File: config.mk
export PLATFORM = sky130hd
export DESIGN_NAME = ptru_recon
export DESIGN_NICKNAME = d
export VERILOG_FILES = /design/src/ptru_pkg.sv /design/src/ptru_recon.sv
export SDC_FILE = /design/constraint.sdc
export NUM_CORES = 1
export LEC_CHECK = 0
export ABC_AREA = 1
export BUFFER_PORTS_ARGS = -buffer_cell sky130_fd_sc_hd__buf_2
export CELL_PAD_IN_SITES_DETAIL_PLACEMENT = 1
export CELL_PAD_IN_SITES_GLOBAL_PLACEMENT = 1
export CORE_UTILIZATION = 39
export DETAILED_ROUTE_END_ITERATION = 10
export PLACE_DENSITY_LB_ADDON = 0.05
export SLEW_MARGIN = 40
export SYNTH_ARGS = -nofsm -noshare
export SYNTH_HDL_FRONTEND = slang
export SYNTH_SLANG_ARGS = --single-unit
File: constraint.sdc
create_clock -name vclk -period 5.7
set_clock_uncertainty 0.1 [all_clocks]
set_input_delay 0.285 -clock vclk [all_inputs]
set_output_delay 0.285 -clock vclk [all_outputs]
set_load 0.05 [all_outputs]
File: src/ptru_pkg.sv
// ----------------------------------------------------------------------------
// ptru_pkg
// Shared constants and types of the row unpredictor: filter tags, status
// codes, register indexes and the operand bundle of the reconstruction unit.
// ----------------------------------------------------------------------------
`timescale 1ns / 1ps
`default_nettype none

package ptru_pkg;

  localparam int DEF_MAX_ROW_BYTES = 4096;
  localparam int DEF_MAX_STRIDE    = 8;

  // png filter tags
  localparam logic [2:0] FILT_NONE    = 3'd0;
  localparam logic [2:0] FILT_SUB     = 3'd1;
  localparam logic [2:0] FILT_UP      = 3'd2;
  localparam logic [2:0] FILT_AVERAGE = 3'd3;
  localparam logic [2:0] FILT_PAETH   = 3'd4;

  // result status
  localparam logic [1:0] STAT_DATA      = 2'd0;
  localparam logic [1:0] STAT_CLEAN_END = 2'd1;
  localparam logic [1:0] STAT_TRUNCATED = 2'd2;
  localparam logic [1:0] STAT_BAD_TAG   = 2'd3;

  // configuration register indexes
  localparam logic [1:0] REG_PNG_MODE     = 2'd0;
  localparam logic [1:0] REG_ROW_BYTES    = 2'd1;
  localparam logic [1:0] REG_PIXEL_STRIDE = 2'd2;

  localparam int CFG_DATA_W = 13;

  typedef struct packed {
    logic [2:0] filter;
    logic [7:0] data;
    logic [7:0] left;
    logic [7:0] up;
    logic [7:0] up_left;
  } ptru_recon_in_t;

endpackage

`default_nettype wire

File: src/ptru_recon.sv
// ----------------------------------------------------------------------------
// ptru_recon
// Reconstructs one byte from its filtered value and its left, upper and
// upper-left neighbors according to the row filter.
// ----------------------------------------------------------------------------
`timescale 1ns / 1ps
`default_nettype none

module ptru_recon
  import ptru_pkg::*;
(
  input  wire ptru_recon_in_t op,
  output logic [7:0]          val
);

  logic signed [10:0] pa;
  logic signed [10:0] pb;
  logic signed [10:0] pc;
  logic signed [10:0] pc_raw;
  logic [8:0]         avg_sum;
  logic [7:0]         paeth;
  logic [7:0]         pred;

  always_comb begin
    // distances from a + b - c to each of a, b and c
    pa = 11'(signed'({3'b0, op.up})) - 11'(signed'({3'b0, op.up_left}));
    pb = 11'(signed'({3'b0, op.left})) - 11'(signed'({3'b0, op.up_left}));
    pc_raw = pa + pb;
    if (pa < 0) pa = -pa;
    if (pb < 0) pb = -pb;
    pc = (pc_raw < 0) ? -pc_raw : pc_raw;
    if (pa <= pb && pa <= pc) begin
      paeth = op.left;
    end else if (pb <= pc) begin
      paeth = op.up;
    end else begin
      paeth = op.up_left;
    end

    avg_sum = {1'b0, op.left} + {1'b0, op.up};

    case (op.filter)
      FILT_SUB:     pred = op.left;
      FILT_UP:      pred = op.up;
      FILT_AVERAGE: pred = avg_sum[8:1];
      FILT_PAETH:   pred = paeth;
      default:      pred = 8'd0;
    endcase

    val = op.data + pred;
  end

endmodule

`default_nettype wire

After elaboration in Yosys (flattened, before gate mapping)
Index checks and enable logic that the tools add are counted.
{ "word_totals": {"in_bits": 35, "elab_cells": 25, "register_bits": 0, "out_inout_bits": 8} }
{ "classes": {"n_lt_le_gt_ge": 6, "mux": 6, "n_reduce_logical": 1, "n_addsub": 8, "n_eq_ne": 4} }
{ "op_table": {"columns": ["operator", "count"], "rows": [
  ["$le A11 B11 Y1", 3],
  ["$mux W11", 3],
  ["$pmux W8 S4", 1],
  ["$neg A9 Y11", 2],
  ["$lt A9 B1 Y1 const B", 2],
  ["$sub A8 B8 Y9", 2],
  ["$mux W8", 2],
  ["$neg A10 Y11", 1],
  ["$add A9 B9 Y10", 1],
  ["$lt A10 B1 Y1 const B", 1],
  ["$add A8 B8 Y9", 1],
  ["$add A8 B8 Y8", 1],
  ["$eq A3 B2 Y1 const B", 2],
  ["$eq A3 B1 Y1 const B", 1],
  ["$eq A3 B3 Y1 const B", 1],
  ["$logic_and A1 B1 Y1", 1]
]} }

Logic depth before layout (Yosys ltp)
Gate-level depths: netlist (run 1).
{ "logic_depth": {"ltp_word": 9, "mapped_depth": 47, "ltp_nobuf": 47} }

Least setup slack after synthesis (run 1)
OpenSTA, ideal clock, no wires.
{ "synth_path": {"path_kind": "input-to-output", "from": "input op[16] (netlist bit)", "to": "output val[6]", "arrival_ps": 5991, "required_time_ps": 5315, "path_stages": 39, "path_slack_ps": -676, "path_buffers": 2, "path_cell_list": "inv_1 -> ha_1 -> inv_1 -> fa_1 -> nand3_1 -> nand2_1 -> a21oi_1 -> o21bai_1 -> xor2_1 -> inv_1 -> ha_1 -> inv_1 -> nor2_1 -> nand3_2 -> nand2_2 -> nand2_4 -> nand2_4 -> nand2_4 -> (+3 left out) -> ha_1 -> nand4_1 -> nor2_1 -> nand2_1 -> nand4_1 -> nand3_1 -> buf_2 -> o21ai_0 -> nor2_1 -> o21ai_0 -> ha_1 -> inv_1 -> fa_1 -> o21ai_0 -> a21oi_1 -> nor2_1 -> nor2_1 -> xnor2_1"} }
{ "synth_via": {"elab_chain_cells": 9, "word_cells_on_any_way": 17, "classes_between": "add/sub: 6; order compare: 5; mux: 5; reduce/logical: 1"} }
{ "synth_rtl": {"columns": ["item", "line", "source"], "rows": [
  ["start, declared", "ptru_recon.sv:12", "input wire ptru_recon_in_t op,"],
  ["$sub A8 B8 Y9", "ptru_recon.sv:27", "pb = 11'(signed'({3'b0, op.left})) - 11'(signed'({3'b0, op.up_left}));"],
  ["$add A9 B9 Y10", "ptru_recon.sv:28", "pc_raw = pa + pb;"],
  ["$neg A10 Y11 or $lt A10 B1 Y1 (tied branches)", "ptru_recon.sv:31", "pc = (pc_raw < 0) ? -pc_raw : pc_raw;"],
  ["$mux W11", "ptru_recon.sv:31", null],
  ["$le A11 B11 Y1 (on tied branches)", "ptru_recon.sv:34, ptru_recon.sv:32", null],
  ["$mux W8 or $logic_and A1 B1 Y1 (tied branches)", "ptru_recon.sv:34, ptru_recon.sv:32", null],
  ["$mux W8", "ptru_recon.sv:32", "if (pa <= pb && pa <= pc) begin"],
  ["$pmux W8 S4 *", "ptru_recon.sv:42", "case (op.filter)"],
  ["$add A8 B8 Y8 *", "ptru_recon.sv:50", "val = op.data + pred;"],
  ["end, declared", "ptru_recon.sv:13", "output logic [7:0] val"]
]} }
Every way passes the cells marked *; elsewhere a longest branch is shown, timed or not.

Worst setup path in the final report (run 1)
{ "layout_path": {"from": "input op[1] (netlist bit)", "to": "output val[7]"} }
{ "layout_via": {"elab_chain_cells": 9, "word_cells_on_any_way": 20, "classes_between": "add/sub: 7; order compare: 6; mux: 6; reduce/logical: 1"} }
{ "layout_rtl": {"columns": ["item", "line"], "rows": [
  ["$sub A8 B8 Y9 (on tied branches)", "ptru_recon.sv:26, ptru_recon.sv:27"],
  ["$add A9 B9 Y10", "ptru_recon.sv:28"],
  ["$neg A10 Y11 or $lt A10 B1 Y1 (tied branches)", "ptru_recon.sv:31"],
  ["$mux W11", "ptru_recon.sv:31"],
  ["$le A11 B11 Y1 (on tied branches)", "ptru_recon.sv:34, ptru_recon.sv:32"],
  ["$mux W8 or $logic_and A1 B1 Y1 (tied branches)", "ptru_recon.sv:34, ptru_recon.sv:32"],
  ["$mux W8 *", "ptru_recon.sv:32"],
  ["$pmux W8 S4 *", "ptru_recon.sv:42"],
  ["$add A8 B8 Y8 *", "ptru_recon.sv:50"]
]} }
Marks and branches as above.

==> results of run 1 <==
==> logic make-up after synthesis <==
group	Yosys count	synth area share
other	2	0.00205
and+or+nand+nor	309	0.389
xor gates and xnor gates	30	0.0737
AOI/OAI and AO/OA	87	0.145
buffers and inverters	118	0.124
adders and majority gates	75	0.266
==> power by group <==
group	internal, mW	switching, mW
clock	0	0
sequential	0	0
combinational	0.911	1.21
total	0.911	1.21
==> repair_timing <==
| item | 4_1_cts | 5_1_grt |
|---|---|---|
| hold endpoints to repair | 0 | 0 |
| buffers inserted | 10 | 18 |
| resized for setup | 47 | 127 |
| setup endpoints to repair | 7 | 8 |
| cloned | 0 | 1 |
| pin swaps | 26 | 76 |
==> worst min-delay path, delay by kind of cell <==
family	cells	cell delay (ns)
buffers and inverters	2	0.33
adder cells (fa/ha/maj)	1	0.17
==> cell usage in the layout, fill, tap and decap left out, types with 11 or more instances in the layout <==
cell type and count:
nor2_1 30, o21ai_0 13, buf_6 16, nor2_2 13, ha_1 53, xor2_1 17, nand2_4 11, a21oi_1 21
a21oi_2 14, nand4_1 14, nand3_1 37, nand2_1 142, inv_1 89, nand2_2 28, inv_2 21, ha_4 16
buf_2 31, o21ai_2 13, nand3_2 11, buf_4 151
==> per-stage QoR <==
step	setup TNS (ns)	setup WS (ns)	total power [mW]	cell area (um2)
finish	-6.24	-1.16	2.12	6050
global route	-7.88	-1.44	2.22	6050
CTS	-2.84	-0.707	1.58	5410
detailed placement	-5.71	-1.20	1.48	5140
global placement	-4.47	-1.02	1.41	5130
floorplan	-0.318	-0.157	0.887	3790
==> final timing paths <==
path	from	endpoint	slack, ns	cells past startpoint
worst max-delay path	op[1]	val[7]	-1.16	40
worst min-delay path	op[24]	val[0]	0.96	3
==> routing by layer <==
metal / vias to the layer above / GRT usage / part of all wire / routed length (um)
met3: 181 / 0.0163 / 0.057 / 1270
met2: 322 / 0.624 / 0.50 / 11100
li1: 2413 / - / - / -
met4: 0 / 0.137 / 0.097 / 2160
met5: - / 0 / 0 / 0
met1: 2667 / 0.347 / 0.35 / 7850
==> layout make-up <==
type	count	area, um2	share of cell area
repair buffers	203	1540	0.255
inverters	116	458	0.0756
well taps	111	139	0.0229
multi-input cells	512	3920	0.647
==> results.json, run 1 <==
{
  "ios": 43,
  "first_pass_iters": 4,
  "syn_inst": 621,
  "hold_path_class": "in -> out",
  "cp_num_buf_inv": 13,
  "path_class": "in -> out",
  "port_buffers": 43,
  "core_mm2": 0.00915,
  "finalNonFillerCells": 942,
  "syn_area_mm2": 0.00367,
  "first_global_vias": 5346,
  "hold_viol_final": 0,
  "setup_slack_ns": -1.16,
  "start_util": 0.401,
  "cellPowerDensity_mw_per_mm2": 350,
  "path_common_cell": "nand2_2",
  "grt_setup_unrepaired": "yes",
  "place_congestion": 0.902,
  "dieHeight_um": 99.0,
  "required_ns": 5.32,
  "status": "finished, violations left",
  "cp_top_family": "simple AND/OR/NAND/NOR gates",
  "antenna_found_initial": 0,
  "yosysTopAreaCell": "ha_1",
  "grt.total_usage": 0.317,
  "grt_max_degree": 12,
  "yosys_warnings": 0,
  "cp.arrival_ns": 6.48,
  "seqCellArea_um2": 0,
  "via_per_inst": 5.93,
  "finalWirelength_mm": 22.4,
  "synth_most_common_cell": "nand2_1",
  "yosysTopAreaCellShare": 0.239,
  "p_leak_nw": 3.31,
  "dieArea_mm2": 0.00980,
  "critPathMaxFanout": 5,
  "slew_viol_final": 0,
  "cp-end-kind": "output port",
  "dpl.cell_count": 915,
  "ant_nets": 0,
  "final-setup-viol-count": 8,
  "drtIter0Drc": 212,
  "routedWlPerCell_um": 23.7,
  "fmax_mhz": 146,
  "hpwl_mm": 12.4,
  "critPathSlowestCell": "fa_2",
  "seq_area_frac_synth": 0,
  "postLayoutCoreUtil": 0.662,
  "violations": "setup timing",
  "post-route-drc-count": 0,
  "max_stage_delay_ns": 0.60,
  "ir_drop_mv": 0.139,
  "fillers": 1195,
  "syn_to_final_growth_pct": 65.1,
  "timing.final.crit_period_ns": 6.86,
  "overflow": 0,
  "finalNetCount": 943,
  "fin_hold_ws_ns": 0.962,
  "hold_buffers": 0,
  "synth_common_cells": "161 x nand2_1, 106 x inv_1, 70 x ha_1, 46 x nor2_1, 45 x nand3_1",
  "num_vias": 5583,
  "layout-drive-gt1-share": 0.450,
  "period_share": 1.20,
  "cp-start-kind": "input port",
  "ys_top_cells_by_area": "ha_1 24%, nand2_1 16%, inv_1 11%",
  "tightestPinTransition_ns": 0.792,
  "clockBufferCount": 0,
  "seq_cells": 0,
  "maxCapViolCount": 0,
  "synth_cell_types": 39,
  "rows": 35,
  "fp.dieW_um": 99.0,
  "grt_pass1_wl_mm": 24.8,
  "avgSynthCellArea_um2": 5.91,
  "relSlewSlack": 0.470,
  "diodes": 0
}
(Power assumes the default switching activity.)
==> inputs of run 2 (changes only) <==
Settings changed: BUFFER_PORTS_ARGS -buffer_cell sky130_fd_sc_hd__buf_2 to -buffer_cell sky130_fd_sc_hd__clkbuf_2.
==> run 2 against run 1 <==
Net effect:
- the run now fails in global routing (5_1_grt)
- synthesized cell count unchanged
- synthesized area unchanged
==> results.json, run 2 <==
{
  "status": "stopped before the end",
  "haltStage": "global routing (5_1_grt)",
  "error": "[ERROR GRT-0232] Routing congestion too high. Check the congestion heatmap in the GUI.",
  "grt.total_usage": 0.573,
  "overflow": 2,
  "crit_endpoint": "val[7]",
  "place_congestion": 0.894,
  "endpoint_type": "primary output",
  "fp.dieW_um": 99.0,
  "syn_inst": 621,
  "ios": 43,
  "yosysTopAreaCell": "ha_1",
  "place_area_mm2": 0.00504,
  "grt_max_degree": 12,
  "avgSynthCellArea_um2": 5.91,
  "yosys_warnings": 0,
  "synth_common_cells": "161 x nand2_1, 106 x inv_1, 70 x ha_1, 46 x nor2_1, 45 x nand3_1",
  "hpwl_mm": 12.2,
  "dpl.cell_count": 899,
  "dieHeight_um": 99.0,
  "synth_cell_types": 39,
  "start_util": 0.401,
  "seq_area_frac_synth": 0,
  "syn_area_mm2": 0.00367,
  "yosysTopAreaCellShare": 0.239,
  "hold_buffers": 0,
  "synth_most_common_cell": "nand2_1",
  "ys_top_cells_by_area": "ha_1 24%, nand2_1 16%, inv_1 11%",
  "port_buffers": 43,
  "rows": 35
}
[run 2: cell counts after synthesis]
No cell type changed its count.
[run 2: per-stage QoR]
stage | util | worst slack, ns
2_1_floorplan | - | -0.157
3_3_place_gp | 0.549 | -1.00
4_1_cts | 0.625 | -0.512
3_5_place_dp | 0.550 | -1.21
[run 2: cell families after synthesis]
| kind of cell | count (synthesis) | share of synthesized area |
|---|---|---|
| simple gates | 309 | 0.389 |
| fa+ha+maj | 75 | 0.266 |
| xor+xnor | 30 | 0.0737 |
| buf+inv | 118 | 0.124 |
| compound gates | 87 | 0.145 |
| other cells | 2 | 0.00205 |
[run 2: metal layers]
layer,GRT overflow,track usage
met1,0,0.507
met2,1,0.887
met3,0,0.289
met5,0,0
met4,1,0.667
[run 2: what timing repair did]
item | in CTS
gates resized for setup | 127
endpoints found under the setup margin | 8
buffers inserted | 22
cloned | 1
pin swaps | 77
==> inputs of run 3 (changes only) <==
Settings changed: CELL_PAD_IN_SITES_DETAIL_PLACEMENT 1 to default, CELL_PAD_IN_SITES_GLOBAL_PLACEMENT 1 to default, CORE_UTILIZATION 39 to 25, PLACE_DENSITY_LB_ADDON 0.05 to 0.15.
Clock period 5.7 ns to 7.4 ns, I/O delays scaled along.
==> run 3 against run 2 <==
Net effect:
- the flow now finishes without violations
==> results.json, run 3 (same netlist as run 1, synthesis figures left out) <==
{
  "status": "completed",
  "critPathMaxFanout": 7,
  "post-route-drc-count": 0,
  "path_class": "in -> out",
  "ir_drop_mv": 0.0715,
  "dieHeight_um": 123,
  "final_cell_mix": "160 x nand2_1, 105 x inv_1, 68 x ha_1",
  "grt.total_usage": 0.144,
  "relSlewSlack": 0.569,
  "critPathSlowestCell": "fa_1",
  "final-setup-viol-count": 0,
  "ant_nets": 0,
  "power_frac_seq": 0,
  "clkPwrFrac": 0,
  "period_share": 0.906,
  "slew_viol_final": 0,
  "routedWlPerCell_um": 12.8,
  "report.power.total_uw": 892,
  "syn_to_final_growth_pct": 16.5,
  "max_stage_delay_ns": 0.57,
  "timing.final.crit_period_ns": 6.71,
  "ios": 43,
  "first_global_vias": 3667,
  "grt_max_degree": 16,
  "seq_cells": 0,
  "maxCapViolCount": 0,
  "core_mm2": 0.0141,
  "hpwl_mm": 9.61,
  "hold_path_class": "in -> out",
  "first_pass_iters": 5,
  "grt_setup_unrepaired": "no",
  "fmax_mhz": 149,
  "cp-start-kind": "input port",
  "p_sw_uw": 574,
  "setup_tns_ns": 0,
  "path_common_cell": "nand2_1",
  "layout-drive-gt1-share": 0.179,
  "dieArea_mm2": 0.0152,
  "antenna_found_initial": 0,
  "finalWirelength_mm": 10.9,
  "dpl.cell_count": 853,
  "via_per_inst": 4.57,
  "intPower_uw": 317,
  "p_leak_nw": 2.47,
  "cp-end-kind": "output port",
  "cellPowerDensity_mw_per_mm2": 209,
  "fillers": 1574,
  "cp_num_buf_inv": 11,
  "cp.arrival_ns": 6.24,
  "tightestPinTransition_ns": 0.644,
  "cp_top_family": "simple AND/OR/NAND/NOR gates",
  "final_common_cell": "nand2_1",
  "finalNetCount": 788,
  "fp.dieW_um": 123,
  "diodes": 0,
  "drtIter0Drc": 164,
  "required_ns": 6.93,
  "seqCellArea_um2": 0,
  "finalNonFillerCells": 856,
  "port_buffers": 43,
  "grt_pass1_wl_mm": 17.5,
  "p_sw_frac": 0.644,
  "place_congestion": 0.794,
  "num_vias": 3914,
  "combPwrFrac": 1.000,
  "hold_viol_final": 0,
  "clockBufferCount": 0,
  "overflow": 0,
  "rows": 43,
  "start_util": 0.260
}
## run 3: layer usage
metal / GRT usage / up-vias / part of all wire
met5: 0 / - / 0
met4: 0.00151 / 0 / 0
met3: 0.00138 / 0 / 0.014
met2: 0.247 / 50 / 0.45
li1: - / 2112 / -
met1: 0.213 / 1752 / 0.54
## run 3: layout make-up
class	count	area [um2]	share of cell area
Inverter	116	439	0.103
Timing Repair Buffer	48	258	0.0603
Tap cell	180	225	0.0527
Multi-Input combinational cell	512	3350	0.784
## run 3: path summary, 6_finish.rpt
path | start | end | slack [ns] | cells past startpoint
worst max-delay path | op[16] | val[7] | 0.69 | 44
worst min-delay path | op[24] | val[0] | 1.11 | 3
## run 3: tightest hold or removal path, cell delays in order
cell	delay, ns
clkbuf_2	0.08
ha_1	0.12
clkbuf_2	0.27
## run 3: timing repair
action | 4_1_cts | 5_1_grt
resized for setup | 0 | 24
buffers inserted | 0 | 2
setup endpoints to repair | 0 | 4
hold buffers | 0 | 0
## run 3: metrics by stage
stage	instance area [um2]	hold WS, ns	setup WS, ns	util
floorplan	3700	1.02	0.854	-
global placement	4140	1.14	0.431	0.294
detailed placement	4150	1.12	0.259	0.294
CTS	4150	1.12	0.259	0.294
global route	4270	1.14	0.0136	0.303
finish	4270	1.11	0.694	0.303
## run 3: power groups by stage
stage          Clock [mW]  Sequential, mW  Combinational [mW]
6_report                0               0               0.892
5_1_grt                 0               0                1.00
3_3_place_gp            0               0               0.851
2_1_floorplan           0               0               0.662
3_5_place_dp            0               0               0.858
4_1_cts                 0               0               0.863
